File: src/rtl/mgtt_pkg.sv
// ----------------------------------------------------------------------------
// mgtt_pkg: shared types and constants of the Modbus gateway tracker
// Event and action codes, frame constants and the CRC-16/MODBUS byte step.
// ----------------------------------------------------------------------------
package mgtt_pkg;

  localparam int unsigned ADDR_W    = 48;
  localparam int unsigned CFG_IDX_W = 2;
  localparam int unsigned LEN_W     = 9;

  localparam int unsigned S_TDATA_W = 80;
  localparam int unsigned M_TDATA_W = 56;

  typedef enum logic [1:0] {
    OP_REQUEST  = 2'd0,
    OP_RESPONSE = 2'd1,
    OP_STATUS   = 2'd2
  } op_e;

  typedef enum logic [1:0] {
    ACT_FORWARD = 2'd0,
    ACT_RELAY   = 2'd1,
    ACT_EXC     = 2'd2
  } action_e;

  localparam logic [CFG_IDX_W-1:0] REG_NODE_ONE = 2'd0;
  localparam logic [CFG_IDX_W-1:0] REG_NODE_TWO = 2'd1;

  localparam logic [7:0]       UNIT_ONE      = 8'd1;
  localparam logic [7:0]       UNIT_TWO      = 8'd2;
  localparam logic [LEN_W-1:0] MIN_FRAME_LEN = 9'd4;
  localparam logic [7:0]       EXC_FLAG      = 8'h80;
  localparam logic [7:0]       EXC_CODE      = 8'h0B;
  localparam logic [15:0]      CRC_INIT      = 16'hFFFF;
  localparam logic [15:0]      CRC_POLY      = 16'hA001;
  localparam logic [2:0]       EXC_LEN       = 3'd5;

  // Frame index where each exception byte sits.
  localparam logic [2:0] IDX_UNIT   = 3'd0;
  localparam logic [2:0] IDX_FUNC   = 3'd1;
  localparam logic [2:0] IDX_CODE   = 3'd2;
  localparam logic [2:0] IDX_CRC_LO = 3'd3;
  localparam logic [2:0] IDX_CRC_HI = 3'd4;

  // Result to be handed to the output stage.
  typedef struct packed {
    logic              valid;
    action_e           action;
    logic [ADDR_W-1:0] target;
    logic [7:0]        unit;
    logic [7:0]        func;
  } load_t;

  // One byte of CRC-16/MODBUS, reflected, eight shift steps.
  function automatic logic [15:0] crc_step(input logic [15:0] crc, input logic [7:0] b);
    logic [15:0] c;
    c = crc ^ {8'h00, b};
    for (int k = 0; k < 8; k++) begin
      if (c[0]) begin
        c = (c >> 1) ^ CRC_POLY;
      end else begin
        c = c >> 1;
      end
    end
    return c;
  endfunction

endpackage

File: src/rtl/modbus_gateway_transaction_tracker.sv
// ----------------------------------------------------------------------------
// modbus_gateway_transaction_tracker: Modbus gateway transaction tracker
// Routes requests to node link addresses, tracks the pending transaction and
// emits Modbus exception frames with CRC-16/MODBUS on failed sends.
// ----------------------------------------------------------------------------
// Path: an accepted event waits in the input register until the output
//   stage can take its result, which is registered there before it is sent.
// Throughput: one event per cycle for dropped events, and for forwards and
//   relays while the result sink is ready; an exception sends five frame bytes.
// Reset: rst_ni is asynchronous, active low; it clears the node addresses,
//   the pending transaction and both pipeline stages. No clearing pass.
// ----------------------------------------------------------------------------
module modbus_gateway_transaction_tracker
  import mgtt_pkg::*;
(
  input  logic                 clk_i,
  input  logic                 rst_ni,
  // Configuration write port.
  input  logic                 cfg_we_i,
  input  logic [CFG_IDX_W-1:0] cfg_idx_i,
  input  logic [ADDR_W-1:0]    cfg_wdata_i,
  // Event stream.
  input  logic                 s_axis_tvalid,
  output logic                 s_axis_tready,
  // unit_id[7:0], func_code[15:8], frame_length[24:16], status_address[72:25],
  // send_ok[73], zero fill[79:74]
  input  logic [S_TDATA_W-1:0] s_axis_tdata,
  input  logic [1:0]           s_axis_tuser,   // operation[1:0]
  // Result stream.
  output logic                 m_axis_tvalid,
  input  logic                 m_axis_tready,
  output logic [M_TDATA_W-1:0] m_axis_tdata,   // target_address[47:0], tx_byte[55:48]
  output logic [1:0]           m_axis_tuser,   // action[1:0]
  output logic                 m_axis_tlast    // last_byte
);

  // Configured link addresses of the two remote nodes.
  logic [ADDR_W-1:0] node_one_q, node_two_q;

  // Input register: one event waiting for its decision.
  logic              in_valid_q;
  logic [1:0]        in_op_q;
  logic [7:0]        in_unit_q;
  logic [7:0]        in_func_q;
  logic [LEN_W-1:0]  in_len_q;
  logic [ADDR_W-1:0] in_saddr_q;
  logic              in_ok_q;

  // The pending transaction.
  logic              pend_active_q, pend_active_d;
  logic [7:0]        pend_unit_q, pend_unit_d;
  logic [7:0]        pend_func_q, pend_func_d;
  logic [ADDR_W-1:0] pend_addr_q, pend_addr_d;

  logic              req_ok;
  logic              exc_hit;
  logic              has_res;
  logic              take;
  logic              s_hs;
  logic              tx_free;
  logic [ADDR_W-1:0] req_target;
  action_e           res_action;
  load_t             load;

  // Configuration writes; an index past the register list is dropped.
  always_ff @(posedge clk_i or negedge rst_ni) begin
    if (!rst_ni) begin
      node_one_q <= '0;
      node_two_q <= '0;
    end else if (cfg_we_i) begin
      if (cfg_idx_i == REG_NODE_ONE) begin
        node_one_q <= cfg_wdata_i;
      end
      if (cfg_idx_i == REG_NODE_TWO) begin
        node_two_q <= cfg_wdata_i;
      end
    end
  end

  // The input register accepts a new event whenever it is empty or its
  // event moves on in this cycle, so events stream back to back.
  assign s_hs          = s_axis_tvalid && s_axis_tready;
  assign s_axis_tready = !in_valid_q || take;

  always_ff @(posedge clk_i or negedge rst_ni) begin
    if (!rst_ni) begin
      in_valid_q <= 1'b0;
    end else if (s_axis_tready) begin
      in_valid_q <= s_axis_tvalid;
    end
  end

  always_ff @(posedge clk_i) begin
    if (s_hs) begin
      in_op_q    <= s_axis_tuser;
      in_unit_q  <= s_axis_tdata[7:0];
      in_func_q  <= s_axis_tdata[15:8];
      in_len_q   <= s_axis_tdata[24:16];
      in_saddr_q <= s_axis_tdata[72:25];
      in_ok_q    <= s_axis_tdata[73];
    end
  end

  // Decision. A request needs a frame of at least four bytes and a known unit id; a
  // failed send only counts when it names the pending node.
  assign req_ok     = (in_len_q >= MIN_FRAME_LEN) &&
                      (in_unit_q == UNIT_ONE || in_unit_q == UNIT_TWO);
  assign req_target = (in_unit_q == UNIT_ONE) ? node_one_q : node_two_q;
  assign exc_hit    = !in_ok_q && pend_active_q && (pend_addr_q == in_saddr_q);

  always_comb begin
    case (op_e'(in_op_q))
      OP_REQUEST: begin
        has_res    = req_ok;
        res_action = ACT_FORWARD;
      end
      OP_RESPONSE: begin
        has_res    = 1'b1;
        res_action = ACT_RELAY;
      end
      OP_STATUS: begin
        has_res    = exc_hit;
        res_action = ACT_EXC;
      end
      default: begin
        has_res    = 1'b0;
        res_action = ACT_RELAY;
      end
    endcase
  end

  // An event with no result leaves at once; one with results waits until the output
  // stage is idle or is handing over its last transaction.
  assign take = in_valid_q && (!has_res || tx_free);

  always_comb begin
    pend_active_d = pend_active_q;
    pend_unit_d   = pend_unit_q;
    pend_func_d   = pend_func_q;
    pend_addr_d   = pend_addr_q;
    if (take && has_res) begin
      case (res_action)
        ACT_FORWARD: begin
          pend_active_d = 1'b1;
          pend_unit_d   = in_unit_q;
          pend_func_d   = in_func_q;
          pend_addr_d   = req_target;
        end
        ACT_RELAY, ACT_EXC: begin
          pend_active_d = 1'b0;
        end
        default: begin
          pend_active_d = pend_active_q;
        end
      endcase
    end
  end

  always_ff @(posedge clk_i or negedge rst_ni) begin
    if (!rst_ni) begin
      pend_active_q <= 1'b0;
      pend_unit_q   <= '0;
      pend_func_q   <= '0;
      pend_addr_q   <= '0;
    end else begin
      pend_active_q <= pend_active_d;
      pend_unit_q   <= pend_unit_d;
      pend_func_q   <= pend_func_d;
      pend_addr_q   <= pend_addr_d;
    end
  end

  // The exception frame captures the pending unit and function now, so a
  // later request cannot disturb a frame still being sent.
  always_comb begin
    load.valid  = take && has_res;
    load.action = res_action;
    load.target = (res_action == ACT_FORWARD) ? req_target : '0;
    load.unit   = pend_unit_q;
    load.func   = pend_func_q;
  end

  mgtt_result_tx u_result_tx (
    .clk_i         (clk_i),
    .rst_ni        (rst_ni),
    .load_i        (load),
    .free_o        (tx_free),
    .m_axis_tvalid (m_axis_tvalid),
    .m_axis_tready (m_axis_tready),
    .m_axis_tdata  (m_axis_tdata),
    .m_axis_tuser  (m_axis_tuser),
    .m_axis_tlast  (m_axis_tlast)
  );

  // Any event that produces results ends with no transaction pending,
  // unless it is a forwarded request.
  a_pend_clear : assert property (@(posedge clk_i) disable iff (!rst_ni)
    (take && has_res && res_action != ACT_FORWARD) |=> !pend_active_q)
    else $error("pending transaction not cleared");

  // A forwarded request always leaves a pending transaction at its target.
  a_pend_set : assert property (@(posedge clk_i) disable iff (!rst_ni)
    (take && has_res && res_action == ACT_FORWARD) |=>
      (pend_active_q && pend_addr_q == $past(req_target)))
    else $error("pending transaction not recorded");

  // Forward and relay results carry no frame byte.
  a_byte_zero : assert property (@(posedge clk_i) disable iff (!rst_ni)
    (m_axis_tvalid && m_axis_tuser != ACT_EXC) |-> m_axis_tdata[55:48] == 8'h00)
    else $error("frame byte set on a non-exception result");

endmodule

File: src/rtl/mgtt_result_tx.sv
// ----------------------------------------------------------------------------
// mgtt_result_tx: result output stage
// Holds one result set and plays it out one transaction per cycle while the sink
// is ready; builds the exception frame bytes and runs the CRC over the header bytes.
// ----------------------------------------------------------------------------
module mgtt_result_tx
  import mgtt_pkg::*;
(
  input  logic                 clk_i,
  input  logic                 rst_ni,
  input  load_t                load_i,
  output logic                 free_o,
  output logic                 m_axis_tvalid,
  input  logic                 m_axis_tready,
  output logic [M_TDATA_W-1:0] m_axis_tdata,   // target_address[47:0], tx_byte[55:48]
  output logic [1:0]           m_axis_tuser,   // action[1:0]
  output logic                 m_axis_tlast
);

  logic [2:0]        cnt_q, cnt_d;
  logic [2:0]        idx_q, idx_d;
  action_e           act_q, act_d;
  logic [ADDR_W-1:0] tgt_q, tgt_d;
  logic [7:0]        unit_q, unit_d;
  logic [7:0]        func_q, func_d;
  logic [15:0]       crc_q, crc_d;
  logic              hs;
  logic [7:0]        byte_sel;
  logic [7:0]        crc_in;

  assign hs     = (cnt_q != 3'd0) && m_axis_tready;
  assign free_o = (cnt_q == 3'd0) || ((cnt_q == 3'd1) && m_axis_tready);

  assign crc_in = (idx_q == IDX_UNIT) ? (func_q | EXC_FLAG) : EXC_CODE;

  always_comb begin
    cnt_d  = cnt_q;
    idx_d  = idx_q;
    act_d  = act_q;
    tgt_d  = tgt_q;
    unit_d = unit_q;
    func_d = func_q;
    crc_d  = crc_q;
    if (hs) begin
      cnt_d = cnt_q - 3'd1;
      idx_d = idx_q + 3'd1;
      // Fold in the function and code bytes while the first two go out.
      if (idx_q == IDX_UNIT || idx_q == IDX_FUNC) begin
        crc_d = crc_step(crc_q, crc_in);
      end
    end
    if (load_i.valid) begin
      cnt_d  = (load_i.action == ACT_EXC) ? EXC_LEN : 3'd1;
      idx_d  = IDX_UNIT;
      act_d  = load_i.action;
      tgt_d  = load_i.target;
      unit_d = load_i.unit;
      func_d = load_i.func;
      crc_d  = crc_step(CRC_INIT, load_i.unit);
    end
  end

  always_ff @(posedge clk_i or negedge rst_ni) begin
    if (!rst_ni) begin
      cnt_q <= 3'd0;
      idx_q <= IDX_UNIT;
      act_q <= ACT_FORWARD;
    end else begin
      cnt_q <= cnt_d;
      idx_q <= idx_d;
      act_q <= act_d;
    end
  end

  always_ff @(posedge clk_i) begin
    tgt_q  <= tgt_d;
    unit_q <= unit_d;
    func_q <= func_d;
    crc_q  <= crc_d;
  end

  always_comb begin
    case (idx_q)
      IDX_UNIT:   byte_sel = unit_q;
      IDX_FUNC:   byte_sel = func_q | EXC_FLAG;
      IDX_CODE:   byte_sel = EXC_CODE;
      IDX_CRC_LO: byte_sel = crc_q[7:0];
      IDX_CRC_HI: byte_sel = crc_q[15:8];
      default:    byte_sel = 8'h00;
    endcase
  end

  assign m_axis_tvalid = (cnt_q != 3'd0);
  assign m_axis_tuser  = act_q;
  assign m_axis_tlast  = (cnt_q == 3'd1);
  assign m_axis_tdata  = (act_q == ACT_EXC) ? {byte_sel, {ADDR_W{1'b0}}}
                                            : {8'h00, tgt_q};

  // A new result set only arrives when the stage is idle or the current one is draining.
  a_load_free : assert property (@(posedge clk_i) disable iff (!rst_ni)
    load_i.valid |-> free_o)
    else $error("result stage overwritten while busy");

  // The high CRC byte is always the final byte of an exception frame.
  a_crc_hi_last : assert property (@(posedge clk_i) disable iff (!rst_ni)
    (cnt_q != 3'd0 && act_q == ACT_EXC && idx_q == IDX_CRC_HI) |-> cnt_q == 3'd1)
    else $error("exception frame length mismatch");

  // Non-exception results come one per event.
  a_single : assert property (@(posedge clk_i) disable iff (!rst_ni)
    (cnt_q != 3'd0 && act_q != ACT_EXC) |-> cnt_q == 3'd1)
    else $error("forward or relay result repeated");

endmodule

File: config.mk
export PLATFORM = sky130hd
export DESIGN_NAME = modbus_gateway_transaction_tracker
export DESIGN_NICKNAME = d
export VERILOG_FILES = /design/src/rtl/mgtt_pkg.sv /design/src/rtl/modbus_gateway_transaction_tracker.sv /design/src/rtl/mgtt_result_tx.sv
export SDC_FILE = /design/constraint.sdc
export NUM_CORES = 1
export LEC_CHECK = 0
export ABC_CLOCK_PERIOD_IN_PS = 7930
export BUFFER_PORTS_ARGS = -buffer_cell sky130_fd_sc_hd__buf_2
export CORE_MARGIN = 2
export CORE_UTILIZATION = 35
export CTS_CLUSTER_DIAMETER = 120
export DETAILED_ROUTE_END_ITERATION = 6
export PLACE_DENSITY = 0.63
export SYNTH_ARGS = -nofsm -noshare
export SYNTH_HDL_FRONTEND = slang
export SYNTH_HIERARCHICAL = 1
export SYNTH_SLANG_ARGS = --single-unit
File: constraint.sdc
create_clock -name clk_i -period 7.93 [get_ports clk_i]
set_input_delay 0.793 -clock clk_i [delete_from_list [all_inputs] [get_ports clk_i]]
set_output_delay 0.793 -clock clk_i [all_outputs]
set_load 0.02 [all_outputs]
======== Word-level counts from Yosys, hierarchy flattened ========
Cells that the tools add are included.
cells by class
  $add $sub $neg .......................... 2
  bitwise gates (word level) .............. 18
  reduce and logical (&&, ||, !) cells .... 31
  order comparisons ....................... 1
  equal/unequal tests ..................... 14
  multiplexer cells ....................... 52
operator list
  operator                                                                             count
  16-bit 2-to-1 mux                                                                    40
  56-bit 2-to-1 mux                                                                    1
  48-bit == test                                                                       1
  48-bit 2-to-1 mux                                                                    1
  2-bit NOT with 3-bit output                                                          16
  8-bit one-hot mux with 5 select lines                                                1
  8-bit NOT with 16-bit output                                                         1
  16-bit by 8-bit bitwise XOR with 16-bit output                                       1
  3-bit 2-to-1 mux                                                                     5
  2-bit AND reduction                                                                  5
  9-bit by 3-bit greater-or-equal comparator with 1-bit output, second input constant  1
  8-bit by 1-bit == test with 1-bit output, second input constant                      1
  8-bit by 2-bit == test with 1-bit output, second input constant                      1
  1-bit logical AND                                                                    8
  8-bit 2-to-1 mux                                                                     1
  2-bit by 1-bit == test with 1-bit output, second input constant                      3
  2-bit == test, second input constant                                                 3
  3-bit by 1-bit == test with 1-bit output, second input constant                      2
  3-bit by 2-bit == test with 1-bit output, second input constant                      2
  2-bit zero test                                                                      3
  3-bit zero test                                                                      2
  2-bit nonzero test                                                                   3
  1-bit logical OR                                                                     5
  2-bit one-hot mux with 2 select lines                                                1
  other kinds (8)                                                                      10
word-level totals
  word-level logic and storage cells ...... 138
  output and inout bits ................... 61
  input port bits ......................... 137
  bits in registers ....................... 323

======== Depth between registers and ports, before layout ========
  word-level depth ........................ 36
  mapped depth ............................ 11
  gate-level depth less buffers ........... 9

======== Hierarchy ========
The synthesis kept the hierarchy.
by module, submodules not included
  module                              area each (um^2)  cells each  instances  seq. area each (um^2)
  modbus_gateway_transaction_tracker  9460.3            664         1          6276.0
  mgtt_result_tx                      4265.3            302         1          2572.5

======== Least setup slack after synthesis ========
No wires, ideal clock.
  path type ............................... register to register
  from .................................... register in_unit_q[5]
  to ...................................... register u_result_tx.crc_q[0] (enable)
  data required time ...................... 7.563 ns
  buffers on the path ..................... 1
  slack ................................... 2.063 ns
  arrival time ............................ 5.500 ns
  stages on the path, launching flop included .. 8
  setup time .............................. 0.367 ns
  clock period less this slack ............ 5.867 ns
  path through ............................ edfxtp_1 or4_1 nor3_2 a21oi_1 or2_2 a21oi_1 clkbuf_1 a21o_1
RTL lines
  element                 RTL line                                  RTL
  start, declared         modbus_gateway_transaction_tracker.sv:43  logic [7:0] in_unit_q;
  start signal, assigned  modbus_gateway_transaction_tracker.sv:96  in_unit_q <= s_axis_tdata[7:0];
  end signal, assigned    mgtt_result_tx.sv:79                      crc_q <= crc_d;
  end, declared           mgtt_result_tx.sv:26                      logic [15:0] crc_q, crc_d;

======== Worst setup path after layout ========
  from .................................... register in_op_q[0]
  to ...................................... output port s_axis_tready
on the way
  longest elaborated chain between the ends .. 6
  elaborated cells on any way between the ends .. 8
  classes of those cells .................. eq/ne (2); mux (1); reduce/logical (5)
RTL lines
  element                                    RTL line                                   RTL
  start, declared                            modbus_gateway_transaction_tracker.sv:42   logic [1:0] in_op_q;
  start signal, assigned                     modbus_gateway_transaction_tracker.sv:95   in_op_q <= s_axis_tuser;
  2-bit == test (tied with other cells)      modbus_gateway_transaction_tracker.sv:112  case (op_e'(in_op_q))
  1-bit one-hot mux with 3 select lines (*)  modbus_gateway_transaction_tracker.sv:112
  1-bit zero test (*)                        modbus_gateway_transaction_tracker.sv:134  assign take = in_valid_q && (!has_res || tx_free);
  1-bit logical OR (*)                       modbus_gateway_transaction_tracker.sv:134
  1-bit logical AND (*)                      modbus_gateway_transaction_tracker.sv:134
  1-bit logical OR (*)                       modbus_gateway_transaction_tracker.sv:83   assign s_axis_tready = !in_valid_q || take;
  end, declared                              modbus_gateway_transaction_tracker.sv:24   output logic s_axis_tready,
Mark *: on every way between the ends. The rest lies on a longest branch, timed or not.

==> results_dict.tcl <==
set metrics [dict create \
    status "finished clean" \
    worst_pin_slew_ns 1.04 \
    fillers 3660 \
    vdd_ir_drop_max_uv 179 \
    grt_max_degree 103 \
    drv_slew 0 \
    hold_violations 0 \
    cts_hold_buf 0 \
    finClkSkew_ns 0.0212 \
    wl_per_cell_um 18.6 \
    final_layout_size_suffix_gt1_share_pct 33.3 \
    post-cts-setup-buffers 0 \
    hold_slack_ns 0.364 \
    vias_per_cell 4.67 \
    htree_num_levels 2 \
    powerDensity_nw_per_um2 334 \
    fmax_ghz 0.248 \
    boundaryPins 198 \
    synthesis.area_um2 13700 \
    num_vias 7951 \
    dpl.hpwl_mm 20.8 \
    die_area_um2 40600 \
    postSynthCellCount 963 \
    cp-end-kind "output port" \
    worst_ep_arrival_time_ns 3.24 \
    place_ws_ns 4.18 \
    crit_path_start_kind "register" \
    seq_area_um2 8790 \
    cts.sinks 321 \
    postCtsResizedCells 0 \
    drtIter0Drc 330 \
    cp_max_fo 7 \
    period_minus_slack_ns 4.03 \
    layout.nets 1295 \
    crit_type "register to output port" \
    cts_buffer_depth 3 \
    grt_pass1_vias 8383 \
    die_h_um 202 \
    root_buffer "clkbuf_16" \
    dp.cells 1630 \
    grt_pass1_wl_mm 49.0 \
    yosysWarnings 6 \
    setup_violations 0 \
    detail-route-antenna-nets 0 \
    worstHoldPathType "primary input to asynchronous set/reset pin" \
    postPlaceCellArea_um2 15100 \
    die_w_um 202 \
    syn_area_per_cell_um2 14.2 \
    leakagePower_nw 6.94 \
    drc 0 \
    setup-tns-final_ns 0 \
    cts_tree "done" \
    grt_setup_unrepaired "false" \
    drv_cap 0 \
    firstDrtPassIters 4 \
    cts_buffers 36 \
    place.gp.congestion 0.777 \
    crit_required_ns 7.14 \
    grt_usage_pct 15.9 \
    relSlewSlack_pct 30.8 \
    coreArea_um2 38600 \
    finalInstanceArea_um2 16300 \
    setup_slack_ns 3.90 \
    post-route-period-util_pct 50.8 \
    port_buffers 188 \
    grt_overflow 0 \
    finalWirelength_mm 31.8 \
    clock_latency_ns 0.52 \
    utilization_pct 42.4 \
    antenna_found_initial 14 \
    fin_cells 1704 \
    finalPower_mw 5.45 \
    synthToLayoutAreaGrowth_pct 19.6 \
    clk_pin_slew_worst_paths_ns 0.06 \
    placementRows 72 \
    initial_core_util_pct 35.4 \
    multiInputGateArea_um2 4620 \
    synth_fp_nets 1108 \
]
-- state kept, by name, indices dropped and copies added (netlist names), 8 cells and up --
register            flops
in_unit_q               8
node_one_q             48
u_result_tx/tgt_q      48
pend_addr_q            48
u_result_tx/crc_q      16
in_saddr_q             48
node_two_q             48
u_result_tx/unit_q      8
pend_unit_q             8
-- final cells by class --
class	instances	area share [%]
Timing Repair Buffer	198	6.26
Tap cell	518	3.97
Clock inverter	18	1.13
Antenna cell	8	0.123
Inverter	9	0.207
Sequential cell	321	53.8
Clock buffer	48	6.23
Multi-Input combinational cell	584	28.3
-- worst max-delay path: stages, from the launching register on --
cell and delay, ns:
edfxtp_1 0.49, nor4bb_1 0.60, nand4_1 0.26, nor3_1 0.18, nand4_1 0.34, and2_1 0.33
or3_1 0.35, buf_2 0.18
-- placed cells by master, fill, tap and decap left out, types with 9 or more instances in the layout --
cell,count
mux2i_1,52
buf_2,187
o21ai_1,47
inv_1,9
nand4_1,12
nor2_1,70
nand2_1,55
mux2_2,107
buf_4,10
clkbuf_16,38
edfxtp_1,152
dfrtp_1,169
and2_1,56
xor2_1,14
a21oi_1,12
xnor2_1,69
-- report_power, final --
group | internal, mW | switching, mW | leakage (nW)
registers | 2.13 | 0.222 | 3.51
clock network | 1.01 | 0.665 | 0.597
logic | 0.689 | 0.737 | 2.83
-- per-layer routing --
layer | track usage, % | routed length (µm) | vias to the layer above
li1 | - | - | 3776
met1 | 20.6 | 13900 | 3917
met2 | 26.0 | 15300 | 186
met3 | 4.54 | 1920 | 56
met4 | 4.41 | 566 | 16
met5 | 0 | 100 | -
-- path summary, 6_finish.rpt --
check | from | endpoint | slack (ns) | depth (start not counted)
worst max-delay path | in_op_q[0]$_DFFE_PP_ | s_axis_tready | 3.90 | 7
worst min-delay path | rst_ni | node_one_q[20]$_DFFE_PN0P_ | 0.36 | 1
worst max register to register | in_op_q[0]$_DFFE_PP_ | u_result_tx/crc_q[15]$_DFFE_PP_ | 4.21 | 7
worst min register to register | pend_func_q[0]$_DFFE_PN0P_ | u_result_tx/func_q[0]$_DFFE_PP_ | 0.45 | 0
max in group asynchronous | rst_ni | node_one_q[6]$_DFFE_PN0P_ | 5.96 | 2
min in group clk_i | s_axis_tdata[65] | in_saddr_q[40]$_DFFE_PP_ | 0.45 | 1
Note: power is estimated with default switching activity, not from simulation.
